**config.mk**
```make
export PLATFORM = sky130hd
export DESIGN_NAME = text_field_type_classifier_top
export DESIGN_NICKNAME = d
export VERILOG_FILES = /design/src/sv/tftc_pkg.sv /design/src/sv/text_field_type_classifier_top.sv
export SDC_FILE = /design/constraint.sdc
export NUM_CORES = 1
export LEC_CHECK = 0
export ABC_AREA = 1
export BUFFER_PORTS_ARGS = -buffer_cell sky130_fd_sc_hd__buf_2
export CAP_MARGIN = 5
export CORE_MARGIN = 3
export CORE_UTILIZATION = 40
export DETAILED_ROUTE_END_ITERATION = 6
export PLACE_DENSITY = 0.57
export SYNTH_ARGS = -nofsm -noshare
export SYNTH_HDL_FRONTEND = slang
export SYNTH_SLANG_ARGS = --single-unit
export TNS_END_PERCENT = 30
```
**constraint.sdc**
```tcl
create_clock -name aclk -period 5.8 [get_ports aclk]
set_clock_uncertainty 0.2 [all_clocks]
set_input_delay 0.29 -clock aclk [delete_from_list [all_inputs] [get_ports aclk]]
set_output_delay 0.29 -clock aclk [all_outputs]
set_load 0.02 [all_outputs]
```
**src/sv/tftc_pkg.sv**
```systemverilog
`timescale 1ns / 1ps

package tftc_pkg;

    // widths of the stream buses and internal fields
    localparam int unsigned CHAR_W    = 8;
    localparam int unsigned TYPE_W    = 3;
    localparam int unsigned S_TDATA_W = 8;
    localparam int unsigned M_TDATA_W = 8;
    localparam int unsigned COUNT_W   = 4;
    localparam int unsigned DIGITS_W  = 32;

    // value type codes
    localparam logic [TYPE_W-1:0] TYPE_TEXT    = 3'd0;
    localparam logic [TYPE_W-1:0] TYPE_INTEGER = 3'd1;
    localparam logic [TYPE_W-1:0] TYPE_DECIMAL = 3'd2;
    localparam logic [TYPE_W-1:0] TYPE_BOOLEAN = 3'd3;
    localparam logic [TYPE_W-1:0] TYPE_DATE    = 3'd4;

    // character codes
    localparam logic [CHAR_W-1:0] CHAR_PLUS  = 8'h2B;
    localparam logic [CHAR_W-1:0] CHAR_MINUS = 8'h2D;
    localparam logic [CHAR_W-1:0] CHAR_POINT = 8'h2E;
    localparam logic [CHAR_W-1:0] CHAR_ZERO  = 8'h30;
    localparam logic [CHAR_W-1:0] CHAR_NINE  = 8'h39;

    // lengths and positions
    localparam logic [COUNT_W-1:0] COUNT_MAX  = 4'd11;
    localparam logic [COUNT_W-1:0] DATE_LEN   = 4'd10;
    localparam logic [COUNT_W-1:0] TRUE_LEN   = 4'd4;
    localparam logic [COUNT_W-1:0] FALSE_LEN  = 4'd5;
    localparam logic [COUNT_W-1:0] DATE_DASH1 = 4'd4;
    localparam logic [COUNT_W-1:0] DATE_DASH2 = 4'd7;

    // letters of "true" by position
    function automatic logic [CHAR_W-1:0] true_char(input logic [1:0] idx);
        logic [CHAR_W-1:0] ch;
        case (idx)
            2'd0:    ch = "t";
            2'd1:    ch = "r";
            2'd2:    ch = "u";
            default: ch = "e";
        endcase
        return ch;
    endfunction

    // letters of "false" by position, positions past the word give a dummy
    function automatic logic [CHAR_W-1:0] false_char(input logic [COUNT_W-1:0] idx);
        logic [CHAR_W-1:0] ch;
        case (idx)
            4'd0:    ch = "f";
            4'd1:    ch = "a";
            4'd2:    ch = "l";
            4'd3:    ch = "s";
            4'd4:    ch = "e";
            default: ch = "f";
        endcase
        return ch;
    endfunction

endpackage

```
**src/sv/text_field_type_classifier_top.sv**
```systemverilog
`timescale 1ns / 1ps

// text field type classifier
//
// input stream: one beat per byte of a text value. s_axis_tdata carries the
// byte, s_axis_tlast marks the final beat of the value and s_axis_tuser flags
// an empty value (the beat then carries no character). one result beat comes
// out for every input beat with tlast set: m_axis_tdata holds the type code
// (0 text, 1 integer, 2 decimal, 3 boolean, 4 date).
//
// a tlast beat passes the input register, then the result register, before
// m_axis_tvalid rises. throughput: one beat per cycle, but a value end waits
// in the input register while the previous result is untaken; set by the
// combinational flag update between the two registers.
//
// reset (aresetn low, synchronous) empties both registers and returns all
// running flags to the start of a fresh value.
//
// when the receiver stalls, the result register holds its beat; beats that
// do not end a value still flow, and the input side stalls only when a
// second result is ready while the first has not been taken.
module text_field_type_classifier_top (
    input  logic                           aclk,
    input  logic                           aresetn,
    input  logic                           s_axis_tvalid,
    output logic                           s_axis_tready,
    input  logic [tftc_pkg::S_TDATA_W-1:0] s_axis_tdata,  // [7:0] char_code
    input  logic                           s_axis_tlast,  // last_char
    input  logic                           s_axis_tuser,  // [0] empty_value
    output logic                           m_axis_tvalid,
    input  logic                           m_axis_tready,
    output logic [tftc_pkg::M_TDATA_W-1:0] m_axis_tdata   // [2:0] value_type, [7:3] zero
);
    import tftc_pkg::*;

    // input register
    logic                in_valid_reg;
    logic [CHAR_W-1:0]   in_char_reg;
    logic                in_last_reg;
    logic                in_empty_reg;

    // running state of the value being read
    logic [COUNT_W-1:0]  count_reg,     count_next;
    logic                numeric_reg,   numeric_next;
    logic                point_reg,     point_next;
    logic                body_reg,      body_next;
    logic                true_reg,      true_next;
    logic                false_reg,     false_next;
    logic                shape_reg,     shape_next;
    logic [DIGITS_W-1:0] digits_reg,    digits_next;

    // result register
    logic                out_valid_reg;
    logic [TYPE_W-1:0]   out_type_reg,  out_type_next;

    logic advance;
    logic sign_lead;
    logic is_digit;

    // date decode
    logic [3:0] y3, y2, y1, y0, m1, m0, d1, d0;
    logic       month_ok;
    logic [4:0] month_num;
    logic [6:0] day_num;
    logic [4:0] day_limit;
    logic       low_div4, cent_div4, hundred, leap;
    logic       date_ok;

    // the input register moves on unless it holds a value end whose result
    // has nowhere to go
    assign advance       = in_valid_reg && (!in_last_reg || !out_valid_reg || m_axis_tready);
    assign s_axis_tready = !in_valid_reg || advance;

    assign m_axis_tvalid = out_valid_reg;
    assign m_axis_tdata  = {{(M_TDATA_W-TYPE_W){1'b0}}, out_type_reg};

    always_ff @(posedge aclk) begin
        if (!aresetn) begin
            in_valid_reg <= 1'b0;
        end else if (s_axis_tready) begin
            in_valid_reg <= s_axis_tvalid;
        end
    end

    always_ff @(posedge aclk) begin
        if (s_axis_tready && s_axis_tvalid) begin
            in_char_reg  <= s_axis_tdata[CHAR_W-1:0];
            in_last_reg  <= s_axis_tlast;
            in_empty_reg <= s_axis_tuser;
        end
    end

    // per-character flag update
    always_comb begin
        sign_lead = (count_reg == '0) &&
                    (in_char_reg == CHAR_PLUS || in_char_reg == CHAR_MINUS);
        is_digit  = (in_char_reg >= CHAR_ZERO) && (in_char_reg <= CHAR_NINE);

        count_next   = count_reg;
        numeric_next = numeric_reg;
        point_next   = point_reg;
        body_next    = body_reg;
        true_next    = true_reg;
        false_next   = false_reg;
        shape_next   = shape_reg;
        digits_next  = digits_reg;

        if (!in_empty_reg) begin
            if (!sign_lead) begin
                body_next = 1'b1;
                if (in_char_reg == CHAR_POINT) begin
                    if (point_reg) begin
                        numeric_next = 1'b0;
                    end
                    point_next = 1'b1;
                end else if (!is_digit) begin
                    numeric_next = 1'b0;
                end
            end

            if (count_reg >= TRUE_LEN || in_char_reg != true_char(count_reg[1:0])) begin
                true_next = 1'b0;
            end
            if (count_reg >= FALSE_LEN || in_char_reg != false_char(count_reg)) begin
                false_next = 1'b0;
            end

            if (count_reg >= DATE_LEN) begin
                shape_next = 1'b0;
            end else if (count_reg == DATE_DASH1 || count_reg == DATE_DASH2) begin
                if (in_char_reg != CHAR_MINUS) begin
                    shape_next = 1'b0;
                end
            end else if (is_digit) begin
                // low nibble of an ascii digit is its value
                digits_next = {digits_reg[DIGITS_W-5:0], in_char_reg[3:0]};
            end else begin
                shape_next = 1'b0;
            end

            if (count_reg < COUNT_MAX) begin
                count_next = count_reg + 4'd1;
            end
        end
    end

    // date check on the updated digits
    always_comb begin
        {y3, y2, y1, y0, m1, m0, d1, d0} = digits_next;

        month_ok  = (m1 == 4'd0 && m0 != 4'd0) || (m1 == 4'd1 && m0 <= 4'd2);
        month_num = (m1 == 4'd0) ? {1'b0, m0} : ({1'b0, m0} + 5'd10);
        day_num   = {d1, 3'b000} + {2'b00, d1, 1'b0} + {3'b000, d0};

        // a two-digit number divides by 4 when: tens even and ones 0/4/8,
        // or tens odd and ones 2/6
        low_div4  = y1[0] ? (y0 == 4'd2 || y0 == 4'd6)
                          : (y0 == 4'd0 || y0 == 4'd4 || y0 == 4'd8);
        cent_div4 = y3[0] ? (y2 == 4'd2 || y2 == 4'd6)
                          : (y2 == 4'd0 || y2 == 4'd4 || y2 == 4'd8);
        hundred   = (y1 == 4'd0) && (y0 == 4'd0);
        leap      = hundred ? cent_div4 : low_div4;

        case (month_num)
            5'd2:                      day_limit = leap ? 5'd29 : 5'd28;
            5'd4, 5'd6, 5'd9, 5'd11:   day_limit = 5'd30;
            default:                   day_limit = 5'd31;
        endcase

        date_ok = shape_next && (count_next == DATE_LEN) && month_ok &&
                  (day_num != 7'd0) && (day_num <= {2'b00, day_limit});
    end

    // priority: decimal, boolean, integer, date, text
    always_comb begin
        if (numeric_next && point_next && body_next) begin
            out_type_next = TYPE_DECIMAL;
        end else if ((true_next && count_next == TRUE_LEN) ||
                     (false_next && count_next == FALSE_LEN)) begin
            out_type_next = TYPE_BOOLEAN;
        end else if (numeric_next && body_next && !point_next) begin
            out_type_next = TYPE_INTEGER;
        end else if (date_ok) begin
            out_type_next = TYPE_DATE;
        end else begin
            out_type_next = TYPE_TEXT;
        end
    end

    // running state: back to a fresh value after every value end
    always_ff @(posedge aclk) begin
        if (!aresetn || (advance && in_last_reg)) begin
            count_reg   <= '0;
            numeric_reg <= 1'b1;
            point_reg   <= 1'b0;
            body_reg    <= 1'b0;
            true_reg    <= 1'b1;
            false_reg   <= 1'b1;
            shape_reg   <= 1'b1;
            digits_reg  <= '0;
        end else if (advance) begin
            count_reg   <= count_next;
            numeric_reg <= numeric_next;
            point_reg   <= point_next;
            body_reg    <= body_next;
            true_reg    <= true_next;
            false_reg   <= false_next;
            shape_reg   <= shape_next;
            digits_reg  <= digits_next;
        end
    end

    // result register
    always_ff @(posedge aclk) begin
        if (!aresetn) begin
            out_valid_reg <= 1'b0;
        end else if (advance && in_last_reg) begin
            out_valid_reg <= 1'b1;
        end else if (m_axis_tready) begin
            out_valid_reg <= 1'b0;
        end
    end

    always_ff @(posedge aclk) begin
        if (advance && in_last_reg) begin
            out_type_reg <= out_type_next;
        end
    end

endmodule

```
======== Word-level counts from Yosys, hierarchy flattened ========
Cells that the tools add are included.
cells by class
  muxes and demuxes ....................... 40
  $lt $le $gt $ge ......................... 8
  equal/unequal tests ..................... 30
  add/subtract/negate cells ............... 4
  reductions and logical operators ........ 51
operators with widths
  operator                                             number
  2-to-1 mux 29 bit                                    4
  equality test 4 x 3 -> 1 bit, second input constant  8
  2-to-1 mux 1 bit                                     26
  equality test 8 x 6 -> 1 bit, second input constant  3
  logical NOT 4 bit                                    5
  case mux 5 bit (4 select lines)                      1
  logical AND 1 bit                                    18
  equality test 4 x 2 -> 1 bit, second input constant  4
  logical OR 1 bit                                     16
  2-to-1 mux 8 bit                                     2
  != test 8 bit                                        2
  case mux 5 bit (3 select lines)                      1
  equality test 4 bit, second input constant           3
  equality test 5 x 3 -> 1 bit, second input constant  2
  equality test 5 x 4 -> 1 bit, second input constant  2
  equality test 4 x 1 -> 1 bit, second input constant  2
  >= comparator 4 x 3 -> 1 bit, second input constant  2
  >= comparator 8 x 6 -> 1 bit, second input constant  1
  <= comparator 8 x 6 -> 1 bit, second input constant  1
  2-to-1 mux 4 bit                                     2
  != test 8 x 6 -> 1 bit, second input constant        1
  adder 7 x 4 -> 7 bit                                 1
  adder 7 x 5 -> 7 bit                                 1
  <= comparator 7 x 5 -> 1 bit                         1
  20 further kinds                                     24
storage, ports and cells
  bits of input ports ..................... 14
  word-level logic and storage cells ...... 149
  register bits ........................... 54

======== Longest topological paths before layout ========
Gate-level depths: netlist (run 1).
  depth after elaboration ................. 18
  mapped depth ............................ 28
  depth with buffers taken out ............ 27

======== Least setup slack after synthesis (run 1) ========
Ideal clock, no wire load.
  kind .................................... register -> register
  start point ............................. register count_reg[1]
  end point ............................... register out_type_reg[2] (data pin)
  setup time .............................. 253 ps
  data arrival time ....................... 3497 ps
  stages on the path, launching flop included .. 22
  path buffers ............................ 3
  path slack .............................. 1850 ps
  clock period less this slack ............ 3950 ps
  path through ............................ dfxtp_1 > inv_1 > ha_1 > nor2_1 > nor2_1 > nor2_2 > nand3_4 > buf_6 > buf_6 > buf_6 > o21ai_0 > fa_1 > fa_1 > nand2_1 > a21oi_1 > o211ai_1 > nand4_1 > nor3_1 > nand4_1 > nor2_1 > o21ai_1 > nor2_1
RTL lines
  what                                                                  line                                   text
  start, declared                                                       text_field_type_classifier_top.sv:43   logic [COUNT_W-1:0] count_reg, count_next;
  start signal, assigned                                                text_field_type_classifier_top.sv:202  count_reg <= count_next;
  equality test 4 x 3 -> 1 bit                                          text_field_type_classifier_top.sv:130  end else if (count_reg == DATE_DASH1 || count_reg == DATE_DASH2) begin
  logical OR 1 bit                                                      text_field_type_classifier_top.sv:130
  2-to-1 mux 29 bit                                                     text_field_type_classifier_top.sv:130
  2-to-1 mux 29 bit *                                                   text_field_type_classifier_top.sv:128  if (count_reg >= DATE_LEN) begin
  2-to-1 mux 29 bit *                                                   text_field_type_classifier_top.sv:108  if (!in_empty_reg) begin
  net digits_next[6]                                                    text_field_type_classifier_top.sv:50   logic [DIGITS_W-1:0] digits_reg, digits_next;
  adder 7 x 5 -> 7 bit *                                                text_field_type_classifier_top.sv:153  day_num = {d1, 3'b000} + {2'b00, d1, 1'b0} + {3'b000, d0};
  adder 7 x 4 -> 7 bit *                                                text_field_type_classifier_top.sv:153
  branches (longest 2 deep; another with <= comparator 7 x 5 -> 1 bit)  n/a
  logical AND 1 bit *                                                   text_field_type_classifier_top.sv:171  (day_num != 7'd0) && (day_num <= {2'b00, day_limit});
  2-to-1 mux 3 bit *                                                    text_field_type_classifier_top.sv:183  end else if (date_ok) begin
  end signal, assigned                                                  text_field_type_classifier_top.sv:226  out_type_reg <= out_type_next;
  end, declared                                                         text_field_type_classifier_top.sv:54   logic [TYPE_W-1:0] out_type_reg, out_type_next;
Mark *: on every way through the listed nets, which the timed path passes. The select of a mux whose other input is x is not followed.
A chain may end at the register's enable or synchronous reset.

======== Worst setup path after layout (run 1) ========
Ends and elaborated chain as after synthesis.

==> out/qor.yml, run 1 <==
run_status: "finished clean"
ctsResizeCount: 0
grt_start_max_net_pins: 53
critical_path_class: "reg2reg"
largest_reg_flops: 29
ant_nets: 0
ff2ff_path_depth: 18
antenna_found_initial: 0
cts_tree: "yes"
powerDensity_nw_per_um2: 219.7
drcViolationCount: 0
dr_total_vias: 3191
ys_types: 37
die_h_um: 100.2
rows: 33
port_buffers: 18
finalNonFillerCells: 642
finalNetCount: 567
diodes: 0
grt_pass1_vias: 2984
reg2reg_from: "count_reg[1]"
worstPathRequired_ns: 5.69
post-cts-setup-buffers: 0
worstPathMaxFanout: 52
end_kind: "flop"
worst_pin_slew_ns: 1.009
fp.dieArea_um2: 10040
synth.avg_cell_area_um2: 6.850
place.gp.congestion: 0.8527
dr.pass1.iters: 4
clk_pin_slew_ns: 0.11
final_cell_mix: "118 x nand2_1, 85 x inv_1, 52 x o21ai_0"
synth_warnings: 0
fin_setup_tns_ns: 0
regArea_um2: 1211
whs_path_depth: 3
clock_path_buffers: 2
cts_buffers: 5
grt_pass1_wl_um: 14350
clock-sinks: 54
syn_inst: 518
min_period_ns: 4.520
syn_area_um2: 3548
timing.rr.end: "out_type_reg[2]"
drive_gt1_share_pct: 8.380
vias_per_cell: 4.970
setup_violations: 0
holdPathEnd: "m_axis_tvalid"
layout_commonest_cell: "nand2_1"
htreeDepth: 2
multiInputGateArea_um2: 1863
worstPathArrival_ns: 4.41
synthToLayoutAreaGrowth_pct: 7.969
core_um2: 8423
leakage_nw: 1.959
grt_usage_pct: 17.71
ys_seq_area_share_pct: 34.13
timing.fmax_ghz: 0.2213
rsz0062_at_grt: "no"
slew_violations: 0
peakVddDrop_v: 0.0001229
hp-class: "in2reg"
nFillCells: 902
worstHoldStart: "aresetn"
drt_wl_total_um: 8254
cp-start-kind: "flop"
maxCapViolCount: 0
place_hpwl_um: 5932
cts_hold_buf: 10
start_util_pct: 42.13
grt_overflow: 0
finalHoldViolCount: 0
period_share_pct: 77.93
place_inst: 624
ys_ff_latch: 54
max_slew_margin_pct: 32.59
die_w_um: 100.2
wl_per_cell_um: 12.86
final_util_pct: 45.48
clockRootBuffer: "clkbuf_8"
insertion_delay_ns: 0.32
r2r_slack_ns: 1.28
drt_iter0_markers: 187
io_pins: 24
## routing by layer
metal / GRT usage (%) / share of wire [%] / vias to the layer above
li1: - / - / 1682
met1: 25.13 / 50 / 1443
met2: 27.73 / 44 / 58
met3: 3.266 / 5.2 / 8
met4: 4.663 / 0.99 / 0
met5: 0 / 0 / -
## worst max-delay path, cell delays in order (launching register included)
cell	delay [ns]
dfxtp_1	0.50
inv_1	0.15
ha_1	0.24
nor2_1	0.11
nor2_1	0.08
nor2_2	0.12
nand3_4	0.44
o21ai_0	0.61
fa_1	0.54
fa_1	0.59
nand2_1	0.07
a21oi_1	0.13
o211ai_1	0.10
nand4_1	0.08
nor3_1	0.05
nand4_1	0.09
nor2_1	0.05
o21ai_1	0.07
nor2_1	0.05
## synthesized netlist by cell type, drive strengths merged
master	n	area, um2
nor4	2	12.51
nand3b	2	15.01
nand3	24	132.6
nor2	55	234.0
dfxtp	41	820.8
a211o	1	8.760
o21bai	1	7.510
xor2	7	61.31
clkinv	2	7.510
fa	2	40.04
edfxtp	13	390.4
nor3	3	15.01
buf	17	128.9
a31oi	2	12.51
ha	15	187.7
clkbuf	5	18.77
nand4	9	56.30
xnor2	3	26.28
o21ai	66	352.9
a211oi	1	7.510
a21oi	23	115.1
inv	89	334.1
nand2	121	461.7
conb	1	3.750
a21boi	2	15.01
o211ai	11	82.58
## per-stage QoR
stage	worst slack, ns	hold slack [ns]	total power [mW]	area, um2
global placement	1.438	0.2369	0.6162	3645
finish	1.280	0.01058	0.8417	3831
global route	0.9430	0.02460	0.8979	3831
floorplan	1.850	0.1889	0.5791	3563
detailed placement	1.324	0.2498	0.6185	3645
CTS	1.283	0.001263	0.8495	3831
## area by class of cell
cell class / instances / share of cell area, %
Sequential cell: 54 / 31.61
Clock inverter: 2 / 0.3592
Inverter: 91 / 8.916
Tap cell: 105 / 3.429
Multi-Input combinational cell: 355 / 48.63
Clock buffer: 6 / 1.894
Timing Repair Buffer: 29 / 5.160
## worst max-delay path by stage
stage,from,to,cells past startpoint
2_1_floorplan,count_reg[1],out_type_reg[2],21
3_3_place_gp,count_reg[1],out_type_reg[2],18
3_5_place_dp,count_reg[1],out_type_reg[2],18
4_1_cts,count_reg[1],out_type_reg[2],18
5_1_grt,count_reg[1],out_type_reg[2],18
6_report,count_reg[1],out_type_reg[2],18
## report_power, final
part,leakage [nW],internal (mW),switching (mW),total (mW)
clock,0.0456,0.0867,0.138,0.225
sequential,0.462,0.407,0.0165,0.424
combinational,1.45,0.0690,0.124,0.193
total,1.96,0.563,0.279,0.842
## logic make-up after synthesis
logic type      Yosys count  synth area share [%]
other cells               1                0.1057
fa+ha+maj                17                 6.418
flops                    54                 34.13
xor+xnor                 10                 2.468
simple gates            216                 26.13
buf+inv                 113                 13.79
compound gates          107                 16.96
Note: power is estimated with default switching activity, not from simulation.
==> run 2: changes to the inputs <==
clock period = 4.6 ns   (was 5.8 ns; I/O delays follow)
==> out/qor.yml, run 2 (synthesis gave the netlist of run 1 again) <==
start_util_pct: 42.13
ctsResizeCount: 0
diodes: 0
powerDensity_nw_per_um2: 285.1
drt_iter0_markers: 139
leakage_nw: 1.996
grt_pass1_wl_um: 14100
place.gp.congestion: 0.8587
clk_pin_slew_ns: 0.11
antenna_found_initial: 0
cts_tree: "yes"
dr_total_vias: 3183
rows: 33
port_buffers: 18
core_um2: 8423
die_w_um: 100.2
final_cell_mix: "118 x nand2_1, 85 x inv_1, 52 x o21ai_0"
wl_per_cell_um: 12.54
rsz0062_at_grt: "no"
finalHoldViolCount: 0
min_period_ns: 4.150
fin_setup_tns_ns: 0
fp.dieArea_um2: 10040
critical_path_class: "reg2reg"
worstPathRequired_ns: 4.48
htreeDepth: 2
worstPathMaxFanout: 23
grt_overflow: 0
insertion_delay_ns: 0.31
finalNetCount: 573
vias_per_cell: 4.912
worstPathArrival_ns: 4.03
timing.fmax_ghz: 0.2409
post-cts-setup-buffers: 0
synthToLayoutAreaGrowth_pct: 10.26
dr.pass1.iters: 5
end_kind: "flop"
slowest_stage: "fa_1"
run_status: "finished clean"
maxCapViolCount: 0
layout_commonest_cell: "nand2_1"
worst_pin_slew_ns: 1.046
cp_common_cell: "nor2_1"
io_pins: 24
drcViolationCount: 0
clock_path_buffers: 2
peakVddDrop_v: 0.0001533
period_share_pct: 90.22
cp-start-kind: "flop"
ant_nets: 0
setup_violations: 0
critical-path-max-stage-delay_ns: 0.59
drt_wl_total_um: 8126
max_slew_margin_pct: 30.07
drive_gt1_share_pct: 9.208
slew_violations: 0
place_hpwl_um: 5978
grt_start_max_net_pins: 49
largest_reg_flops: 29
grt_pass1_vias: 3002
die_h_um: 100.2
hp-class: "in2reg"
clock-sinks: 54
cts_buffers: 5
finalNonFillerCells: 648
place_inst: 628
clockRootBuffer: "clkbuf_8"
grt_usage_pct: 17.35
critical_path.cell_chain: "inv_1 -> ha_1 -> nor2_1 -> nor2_1 -> nor2_2 -> nand3_4 -> o21ai_0 -> fa_1 -> fa_1 -> nand2_1 -> a21oi_1 -> o211ai_1 -> nand4_1 -> nor3_1 -> nand4_1 -> nor2_1 -> o21ai_1 -> nor2_1"
run 2: stage by stage:
step	utilization [%]	cell area (um2)	hold slack, ns	power (mW)	setup slack, ns
CTS	46.45	3913	0.06931	1.126	0.4069
global route	46.45	3913	0.1053	1.194	0.005063
floorplan	-	3563	0.1289	0.7302	0.6502
detailed placement	43.63	3675	0.2081	0.7822	0.4243
global placement	43.63	3675	0.2064	0.7811	0.5715
finish	46.45	3913	0.07809	1.115	0.4498
run 2: power breakdown:
part           total (mW)  switching, mW  leakage, nW  internal [mW]
registers           0.535         0.0211        0.462          0.513
logic               0.248          0.158         1.48         0.0896
clock network       0.333          0.167       0.0563          0.166
total                1.12          0.346         2.00          0.769
run 2: what timing repair did:
| action | 4_1_cts | 5_1_grt |
|---|---|---|
| endpoints found under the hold margin | 12 | 0 |
| hold buffers | 12 | 0 |
| setup endpoints to repair | 0 | 0 |
run 2: area by class of cell:
cell class,count,area [um2]
fill,869,4511
multi-input combinational,355,1863
sequential,54,1211
inverter,91,341.6
timing repair buffer,35,247.7
tap,105,131.4
clock buffer,5,68.82
clock inverter,3,48.80
run 2: critical path, delay by kind of cell, from the launching register on:
| kind | cells | cell delay [ns] |
|---|---|---|
| buffers and inverters | 1 | 0.15 |
| adders and majority gates | 3 | 1.37 |
| DFF | 1 | 0.49 |
| and+or+nand+nor | 10 | 0.94 |
| AOI/OAI and AO/OA | 4 | 0.78 |
run 2: final timing paths:
| path | startpoint | to | slack, ns | cells past startpoint |
|---|---|---|---|---|
| setup / recovery | count_reg[1] | out_type_reg[2] | 0.45 | 18 |
| hold / removal | m_axis_tready | in_valid_reg | 0.08 | 4 |
| setup reg to reg | count_reg[1] | out_type_reg[2] | 0.45 | 18 |
| hold reg to reg | numeric_reg | numeric_reg | 0.26 | 2 |
run 2: per-layer routing:
layer  part of all wire, %  wire length [um]  GRT usage, %  vias to the layer above
li1                      -                 -             -                     1694
met1                    51              4183         25.41                     1416
met2                    44              3541         26.86                       69
met3                   4.2               343         2.988                        4
met4                  0.70                57         3.627                        0
met5                     0                 0             0                        -
